$ cat config.mk
export PLATFORM = sky130hd
export DESIGN_NAME = dns_question_name_extractor_top
export DESIGN_NICKNAME = d
export VERILOG_FILES = /design/src/rtl/dqne_pkg.sv /design/src/rtl/dns_question_name_extractor_top.sv /design/src/rtl/dqne_parser.sv /design/src/rtl/dqne_out_reg.sv
export SDC_FILE = /design/constraint.sdc
export NUM_CORES = 1
export LEC_CHECK = 0
export BUFFER_PORTS_ARGS = -buffer_cell sky130_fd_sc_hd__clkbuf_2
export CAP_MARGIN = 20
export CELL_PAD_IN_SITES_DETAIL_PLACEMENT = 2
export CELL_PAD_IN_SITES_GLOBAL_PLACEMENT = 2
export CORE_MARGIN = 5
export CORE_UTILIZATION = 40
export DETAILED_ROUTE_END_ITERATION = 7
export PLACE_DENSITY_LB_ADDON = 0.3
export SYNTH_ARGS = -nofsm -noshare
export SYNTH_HDL_FRONTEND = slang
export SYNTH_HIERARCHICAL = 1
export SYNTH_SLANG_ARGS = --single-unit
$ cat constraint.sdc
create_clock -name clk -period 5.9 [get_ports clk]
set_input_delay 0.885 -clock clk [delete_from_list [all_inputs] [get_ports clk]]
set_output_delay 0.885 -clock clk [all_outputs]
set_load 0.01 [all_outputs]
$ cat src/rtl/dqne_pkg.sv
// ----------------------------------------------------------------------------
// DNS question name extractor package
// Shared result kinds and the result transaction type.
// ----------------------------------------------------------------------------
package dqne_pkg;

  localparam logic [1:0] KIND_CHAR   = 2'd0;
  localparam logic [1:0] KIND_ACCEPT = 2'd1;
  localparam logic [1:0] KIND_REJECT = 2'd2;

  localparam logic [7:0] HDR_FLAG_MASK = 8'hf8;
  localparam logic [7:0] CHAR_LOW      = 8'd33;
  localparam logic [7:0] CHAR_HIGH     = 8'd126;
  localparam logic [7:0] CHAR_DOT      = 8'h2e;
  localparam logic [7:0] CHAR_BSLASH   = 8'h5c;

  typedef struct packed {
    logic [1:0]  result_kind;
    logic [7:0]  name_char;
    logic [15:0] query_type;
    logic [7:0]  name_length;
  } result_t;

endpackage

$ cat src/rtl/dns_question_name_extractor_top.sv
// ----------------------------------------------------------------------------
// DNS question name extractor
// Parses a DNS message byte stream and emits the first question's name.
// ----------------------------------------------------------------------------
// Throughput: one byte per cycle unless a held result stalls the input; set by
// the single parse step between the input register and the result register.
// Reset: synchronous, active low; parse state returns to the header phase.
// After the last byte of a message the state also returns to the header phase.
module dns_question_name_extractor_top #(
  parameter int MAX_NAME_CHARS  = 253,
  parameter int MAX_LABEL_CHARS = 63
) (
  input  logic        clk,
  input  logic        rst_n,
  input  logic        in_valid,
  output logic        in_stall,
  input  logic [7:0]  in_data_byte,
  input  logic        in_last_byte,
  output logic        out_valid,
  input  logic        out_stall,
  output logic [1:0]  out_result_kind,
  output logic [7:0]  out_name_char,
  output logic [15:0] out_query_type,
  output logic [7:0]  out_name_length
);
  import dqne_pkg::*;

  logic       s1_valid_r;
  logic [7:0] s1_byte_r;
  logic       s1_last_r;
  logic       s1_go;
  logic       out_hold;
  logic       res_valid;
  result_t    res;
  result_t    out_data;

  // Advance the input register whenever the result register can take a result
  assign s1_go    = s1_valid_r && !out_hold;
  assign in_stall = s1_valid_r && out_hold;

  always_ff @(posedge clk) begin
    if (!rst_n) begin
      s1_valid_r <= 1'b0;
    end else if (!in_stall) begin
      s1_valid_r <= in_valid;
    end
  end

  always_ff @(posedge clk) begin
    if (!in_stall && in_valid) begin
      s1_byte_r <= in_data_byte;
      s1_last_r <= in_last_byte;
    end
  end

  dqne_parser #(
    .MAX_NAME_CHARS  (MAX_NAME_CHARS),
    .MAX_LABEL_CHARS (MAX_LABEL_CHARS)
  ) u_parser (
    .clk       (clk),
    .rst_n     (rst_n),
    .step_en   (s1_go),
    .data_byte (s1_byte_r),
    .last_byte (s1_last_r),
    .res_valid (res_valid),
    .res       (res)
  );

  dqne_out_reg u_out_reg (
    .clk       (clk),
    .rst_n     (rst_n),
    .load      (s1_go && res_valid),
    .load_data (res),
    .out_stall (out_stall),
    .hold      (out_hold),
    .out_valid (out_valid),
    .out_data  (out_data)
  );

  assign out_result_kind = out_data.result_kind;
  assign out_name_char   = out_data.name_char;
  assign out_query_type  = out_data.query_type;
  assign out_name_length = out_data.name_length;

endmodule

$ cat src/rtl/dqne_parser.sv
// ----------------------------------------------------------------------------
// DNS question name extractor: parser step
// Holds the message walk state and computes the result of one byte.
// ----------------------------------------------------------------------------
module dqne_parser #(
  parameter int MAX_NAME_CHARS  = 253,
  parameter int MAX_LABEL_CHARS = 63
) (
  input  logic              clk,
  input  logic              rst_n,
  input  logic              step_en,
  input  logic [7:0]        data_byte,
  input  logic              last_byte,
  output logic              res_valid,
  output dqne_pkg::result_t res
);
  import dqne_pkg::*;

  localparam logic [2:0] PH_HEADER = 3'd0;
  localparam logic [2:0] PH_LENGTH = 3'd1;
  localparam logic [2:0] PH_CHARS  = 3'd2;
  localparam logic [2:0] PH_TAIL   = 3'd3;
  localparam logic [2:0] PH_DONE   = 3'd4;

  localparam logic [3:0] HDR_FLAGS   = 4'd2;
  localparam logic [3:0] HDR_CNT_HI  = 4'd4;
  localparam logic [3:0] HDR_CNT_LO  = 4'd5;
  localparam logic [3:0] HDR_LAST    = 4'd11;

  localparam logic [7:0] MAX_LABEL_B = 8'(MAX_LABEL_CHARS);
  localparam logic [9:0] MAX_NAME_W  = 10'(MAX_NAME_CHARS);

  logic [2:0] phase_r, phase_nxt;
  logic [3:0] hpos_r, hpos_nxt;
  logic       cnt_hi_r, cnt_hi_nxt;
  logic [5:0] lrem_r, lrem_nxt;
  logic       any_lbl_r, any_lbl_nxt;
  logic [7:0] elen_r, elen_nxt;
  logic [2:0] tpos_r, tpos_nxt;
  logic [7:0] type_hi_r, type_hi_nxt;
  logic [7:0] type_lo_r, type_lo_nxt;

  logic       is_char, is_accept, is_reject;
  logic [7:0] ch;
  logic [9:0] name_sum;
  logic [5:0] lrem_dec;

  assign name_sum = {2'b00, elen_r} + {2'b00, data_byte} + {9'd0, any_lbl_r};
  assign lrem_dec = lrem_r - 6'd1;

  always_comb begin
    phase_nxt   = phase_r;
    hpos_nxt    = hpos_r;
    cnt_hi_nxt  = cnt_hi_r;
    lrem_nxt    = lrem_r;
    any_lbl_nxt = any_lbl_r;
    elen_nxt    = elen_r;
    tpos_nxt    = tpos_r;
    type_hi_nxt = type_hi_r;
    type_lo_nxt = type_lo_r;
    is_char     = 1'b0;
    is_accept   = 1'b0;
    is_reject   = 1'b0;
    ch          = 8'd0;

    unique case (phase_r)
      PH_HEADER: begin
        if (hpos_r == HDR_FLAGS && (data_byte & HDR_FLAG_MASK) != 8'd0) begin
          is_reject = 1'b1;
        end else if (hpos_r == HDR_CNT_LO && !cnt_hi_r && data_byte == 8'd0) begin
          is_reject = 1'b1;
        end else begin
          if (hpos_r == HDR_CNT_HI) cnt_hi_nxt = (data_byte != 8'd0);
          if (hpos_r >= HDR_LAST) phase_nxt = PH_LENGTH;
          else                    hpos_nxt  = hpos_r + 4'd1;
        end
      end
      PH_LENGTH: begin
        if (data_byte == 8'd0) begin
          if (!any_lbl_r) begin
            is_reject = 1'b1;
          end else begin
            phase_nxt = PH_TAIL;
            tpos_nxt  = 3'd0;
          end
        end else if (data_byte > MAX_LABEL_B || name_sum > MAX_NAME_W) begin
          is_reject = 1'b1;
        end else begin
          if (any_lbl_r) begin
            is_char  = 1'b1;
            ch       = CHAR_DOT;
            elen_nxt = elen_r + 8'd1;
          end
          any_lbl_nxt = 1'b1;
          lrem_nxt    = data_byte[5:0];
          phase_nxt   = PH_CHARS;
        end
      end
      PH_CHARS: begin
        if (data_byte < CHAR_LOW || data_byte > CHAR_HIGH ||
            data_byte == CHAR_DOT || data_byte == CHAR_BSLASH) begin
          is_reject = 1'b1;
        end else begin
          is_char  = 1'b1;
          ch       = data_byte;
          elen_nxt = elen_r + 8'd1;
          lrem_nxt = lrem_dec;
          if (lrem_dec == 6'd0) phase_nxt = PH_LENGTH;
        end
      end
      PH_TAIL: begin
        if (tpos_r == 3'd0) type_hi_nxt = data_byte;
        if (tpos_r == 3'd1) type_lo_nxt = data_byte;
        if (tpos_r >= 3'd3) begin
          is_accept = 1'b1;
          phase_nxt = PH_DONE;
        end else begin
          tpos_nxt = tpos_r + 3'd1;
        end
      end
      default: ;
    endcase

    if (is_reject) phase_nxt = PH_DONE;

    // Early end of message turns anything short of a verdict into a reject
    if (last_byte) begin
      if (phase_r != PH_DONE && !is_accept && !is_reject) begin
        is_reject = 1'b1;
        is_char   = 1'b0;
        ch        = 8'd0;
      end
      phase_nxt   = PH_HEADER;
      hpos_nxt    = 4'd0;
      cnt_hi_nxt  = 1'b0;
      lrem_nxt    = 6'd0;
      any_lbl_nxt = 1'b0;
      elen_nxt    = 8'd0;
      tpos_nxt    = 3'd0;
      type_hi_nxt = 8'd0;
      type_lo_nxt = 8'd0;
    end
  end

  always_comb begin
    res_valid       = is_char || is_accept || is_reject;
    res.result_kind = is_accept ? KIND_ACCEPT : (is_reject ? KIND_REJECT : KIND_CHAR);
    res.name_char   = ch;
    res.query_type  = is_accept ? {type_hi_r, type_lo_r} : 16'd0;
    res.name_length = is_accept ? elen_r : 8'd0;
  end

  always_ff @(posedge clk) begin
    if (!rst_n) begin
      phase_r   <= PH_HEADER;
      hpos_r    <= 4'd0;
      cnt_hi_r  <= 1'b0;
      lrem_r    <= 6'd0;
      any_lbl_r <= 1'b0;
      elen_r    <= 8'd0;
      tpos_r    <= 3'd0;
      type_hi_r <= 8'd0;
      type_lo_r <= 8'd0;
    end else if (step_en) begin
      phase_r   <= phase_nxt;
      hpos_r    <= hpos_nxt;
      cnt_hi_r  <= cnt_hi_nxt;
      lrem_r    <= lrem_nxt;
      any_lbl_r <= any_lbl_nxt;
      elen_r    <= elen_nxt;
      tpos_r    <= tpos_nxt;
      type_hi_r <= type_hi_nxt;
      type_lo_r <= type_lo_nxt;
    end
  end

endmodule

$ cat src/rtl/dqne_out_reg.sv
// ----------------------------------------------------------------------------
// DNS question name extractor: result register
// Holds one result transaction until the receiver takes it.
// ----------------------------------------------------------------------------
module dqne_out_reg (
  input  logic              clk,
  input  logic              rst_n,
  input  logic              load,
  input  dqne_pkg::result_t load_data,
  input  logic              out_stall,
  output logic              hold,
  output logic              out_valid,
  output dqne_pkg::result_t out_data
);
  import dqne_pkg::*;

  logic    valid_r;
  result_t data_r;

  assign hold      = valid_r && out_stall;
  assign out_valid = valid_r;
  assign out_data  = data_r;

  always_ff @(posedge clk) begin
    if (!rst_n) begin
      valid_r <= 1'b0;
    end else if (load) begin
      valid_r <= 1'b1;
    end else if (!out_stall) begin
      valid_r <= 1'b0;
    end
  end

  always_ff @(posedge clk) begin
    if (load) begin
      data_r <= load_data;
    end
  end

endmodule

==> qor.yml <==
cts_buffers: 9
dp.cells: 638
die-width_um: 117.2
clockBufferDepth: 2
design.core.area_mm2: 0.01132
crit_arrival_ps: 4170
p_int_uw: 994.3
root_buffer: "clkbuf_16"
ios: 49
criticalPathCategory: "flip-flop to flip-flop"
status: "finished, final reports clean"
total_power_uw: 1321
cp-start-kind: "flip-flop"
final_cells: 654
pwr_density_cell_mw_per_mm2: 252.9
cts_resized: 0
area_delta_synth_final_pct: 13.58
fmaxAchievable_mhz: 255.5
p_switching_uw: 326.3
n_antenna_cell: 0
cts_max_level: 3
worstHoldEndpoint: "u_parser/tpos_r[2]"
skew_ps: 9.659
cts.clk_slew.worst_paths_ps: 70
first_pass_iters: 5
row_count: 39
hold_class: "flip-flop to flip-flop"
clk-insertion-delay-late_ps: 360
drc: 0
grt_pass1_wl_mm: 22.99
hold_depth: 2
grt_start_max_net_pins: 36
drt-total-wl_mm: 14.64
power_leakage_uw: 0.001994
post-dp-hpwl_mm: 10.19
setup_viol_count_final: 0
reg2reg_depth: 11
worstMarginPinSlew_ps: 774.2
timing.rr.start: "s1_byte_r[0]"
num_vias: 3874
end_kind: "flip-flop"
power_frac_comb_pct: 5.1
antenna_found_initial: 0
fin_nets: 539
synthDistinctLibCells: 71
layout_common_cells: "clkbuf_2 (48), dfxtp_1 (44), edfxtp_1 (43), nor2_1 (43), nand2_1 (39)"
switching_share_pct: 24.71
syn_area_per_cell_um2: 9.825
wl_per_cell_um: 22.38
power_frac_seq_pct: 49.7
finalCritPeriodShare_pct: 66.34
cp_max_fo: 35
post-route-min-period_ps: 3914
synth_edf_count: 43
vias_per_cell: 5.924
use_met1_pct: 26.23
die_area_mm2: 0.01374
min-delay-start: "u_parser/tpos_r[2]"
tns_ps: 0
grt_pass1_vias: 4249
use_met3_pct: 3.290
slew_headroom_pct: 48.28
antenna_left: 0
syn-cell-area_mm2: 0.004598
cts_hold_buf: 0
clockPowerShare_pct: 45.2
overflow: 0
post_cts_buffers: 0
drv_slew: 0
vdd_drop_max_v: 0.0001777
met2_usage_pct: 40.35
rsz0062_at_grt: "no"
cts_sinks: 87
synth_flop_cell: "dfxtp_1"
maxCapViolCount: 0
fp.dieH_um: 117.2
port_buffers: 48
cp_data_required_time_ps: 6150
drive_above_1_share_pct: 16.24
ys_async_sr_fraction_pct: 0
initial_utilization_pct: 40.62
ys_ff_latch: 87
final_common_cell: "clkbuf_2"
yosys_warnings: 6
netlist_instances: 468
r2r_slack_ps: 1990
tritoncts: "built"
syn_nets: 501
rr_endpoint: "u_out_reg/out_valid"
place_congestion: 0.8456
grt_busiest_layer: "met2"
ys_seq_area_share_pct: 47.24
hold_violations: 0
drtIter0Drc: 159
track_usage_pct: 22.46
-- metrics by stage --
step                      setup WS [ps]  util (%)  hold slack (ps)  cell area, um2
after floorplan                    2194         -            445.1            4598
after CTS                          1990     46.13            489.0            5223
final                              1986     46.13            482.6            5223
after global placement             2161     43.45            462.0            4918
after global routing               1801     46.13            530.4            5223
after detailed placement           1999     43.45            478.2            4918
-- cell families after synthesis --
logic type                 Yosys count  synth area share (%)
adders and majority gates           20                 5.769
DFF                                 87                 47.24
xor gates and xnor gates             7                 1.333
buffers and inverters               38                 3.864
AOI/OAI and AO/OA                  117                 17.80
and+or+nand+nor                    198                 23.92
other                                1               0.08155
-- critical path, cell delays in order, from the launching register on --
cell and delay [ps]:
edfxtp_1 590, fa_1 570, fa_1 460, a21o_1 240
a211oi_1 270, nor4_1 120, and4b_4 240, a2111oi_4 530
nand4_1 130, and2_1 160, buf_4 270, o21a_1 230
-- cell type report --
cell class | count | area [um2]
Fill cell | 1207 | 6098
Multi-Input combinational cell | 343 | 2248
Clock buffer | 9 | 225.2
Tap cell | 143 | 178.9
Sequential cell | 87 | 2172
Inverter | 13 | 48.80
Timing Repair Buffer | 52 | 270.3
Clock inverter | 7 | 78.83
-- per-layer routing --
metal | share of wire [%] | vias to the layer above
li1 | - | 1793
met1 | 41 | 1956
met2 | 52 | 102
met3 | 4.7 | 23
met4 | 2.1 | 0
met5 | 0 | -
-- worst max-delay path by stage --
| stage | from | endpoint | slack (ps) | cells after the start |
|---|---|---|---|---|
| 2_1_floorplan | s1_byte_r[0] | u_out_reg/out_data[0] | 2190 | 9 |
| 3_3_place_gp | s1_byte_r[0] | u_out_reg/out_valid | 2160 | 11 |
| 3_5_place_dp | s1_byte_r[0] | u_out_reg/out_valid | 2000 | 11 |
| 4_1_cts | s1_byte_r[0] | u_out_reg/out_valid | 1990 | 11 |
| 5_1_grt | s1_byte_r[0] | u_out_reg/out_valid | 1800 | 11 |
| 6_report | s1_byte_r[0] | u_out_reg/out_valid | 1990 | 11 |
-- cell usage after synthesis (3+ instances only) --
cell type	instances	area share [%]
dfxtp_1	44	19
edfxtp_1	43	28
nor2_1	43	3.5
nand2_1	39	3.2
and2_1	32	4.4
a21oi_1	24	2.6
ha_1	18	4.9
nand3_1	17	1.9
a22oi_1	16	2.6
o21ai_0	16	1.7
inv_1	13	1.1
clkbuf_1	11	0.90
buf_2	9	0.98
nor3_1	8	0.87
o211ai_1	8	1.3
nand2b_1	7	0.95
or3_1	7	0.95
or4_1	7	1.1
a31oi_1	6	0.82
nand3b_1	6	0.98
nand4_1	6	0.82
a21boi_0	5	0.82
o21a_1	5	0.82
o21ai_1	5	0.54
a21o_1	4	0.65
nor2b_1	4	0.54
xor2_1	4	0.76
a211oi_1	3	0.49
o21bai_1	3	0.49
o31ai_1	3	0.49
xnor2_1	3	0.57
-- flip-flops by register name (all words and copies together), names as in the netlist --
| register | flops |
|---|---|
| u_out_reg/out_data | 34 |
| u_out_reg/out_valid | 1 |
| u_parser/phase_r | 3 |
| u_parser/lrem_r | 6 |
| u_parser/type_hi_r | 8 |
| u_parser/tpos_r | 3 |
| u_parser/any_lbl_r | 1 |
| u_parser/elen_r | 8 |
| u_parser/type_lo_r | 8 |
| s1_valid_r | 1 |
| s1_byte_r | 8 |
| s1_last_r | 1 |
| u_parser/cnt_hi_r | 1 |
| u_parser/hpos_r | 4 |
-- power groups by stage --
stage / logic [uW] / clock network [uW] / registers [uW]
final: 67.5 / 597 / 656
after global routing: 74.0 / 636 / 656
after CTS: 68.1 / 609 / 656
after floorplan: 47.5 / 0 / 659
after global placement: 64.0 / 0 / 669
after detailed placement: 67.3 / 0 / 670
(Power assumes the default switching activity.)
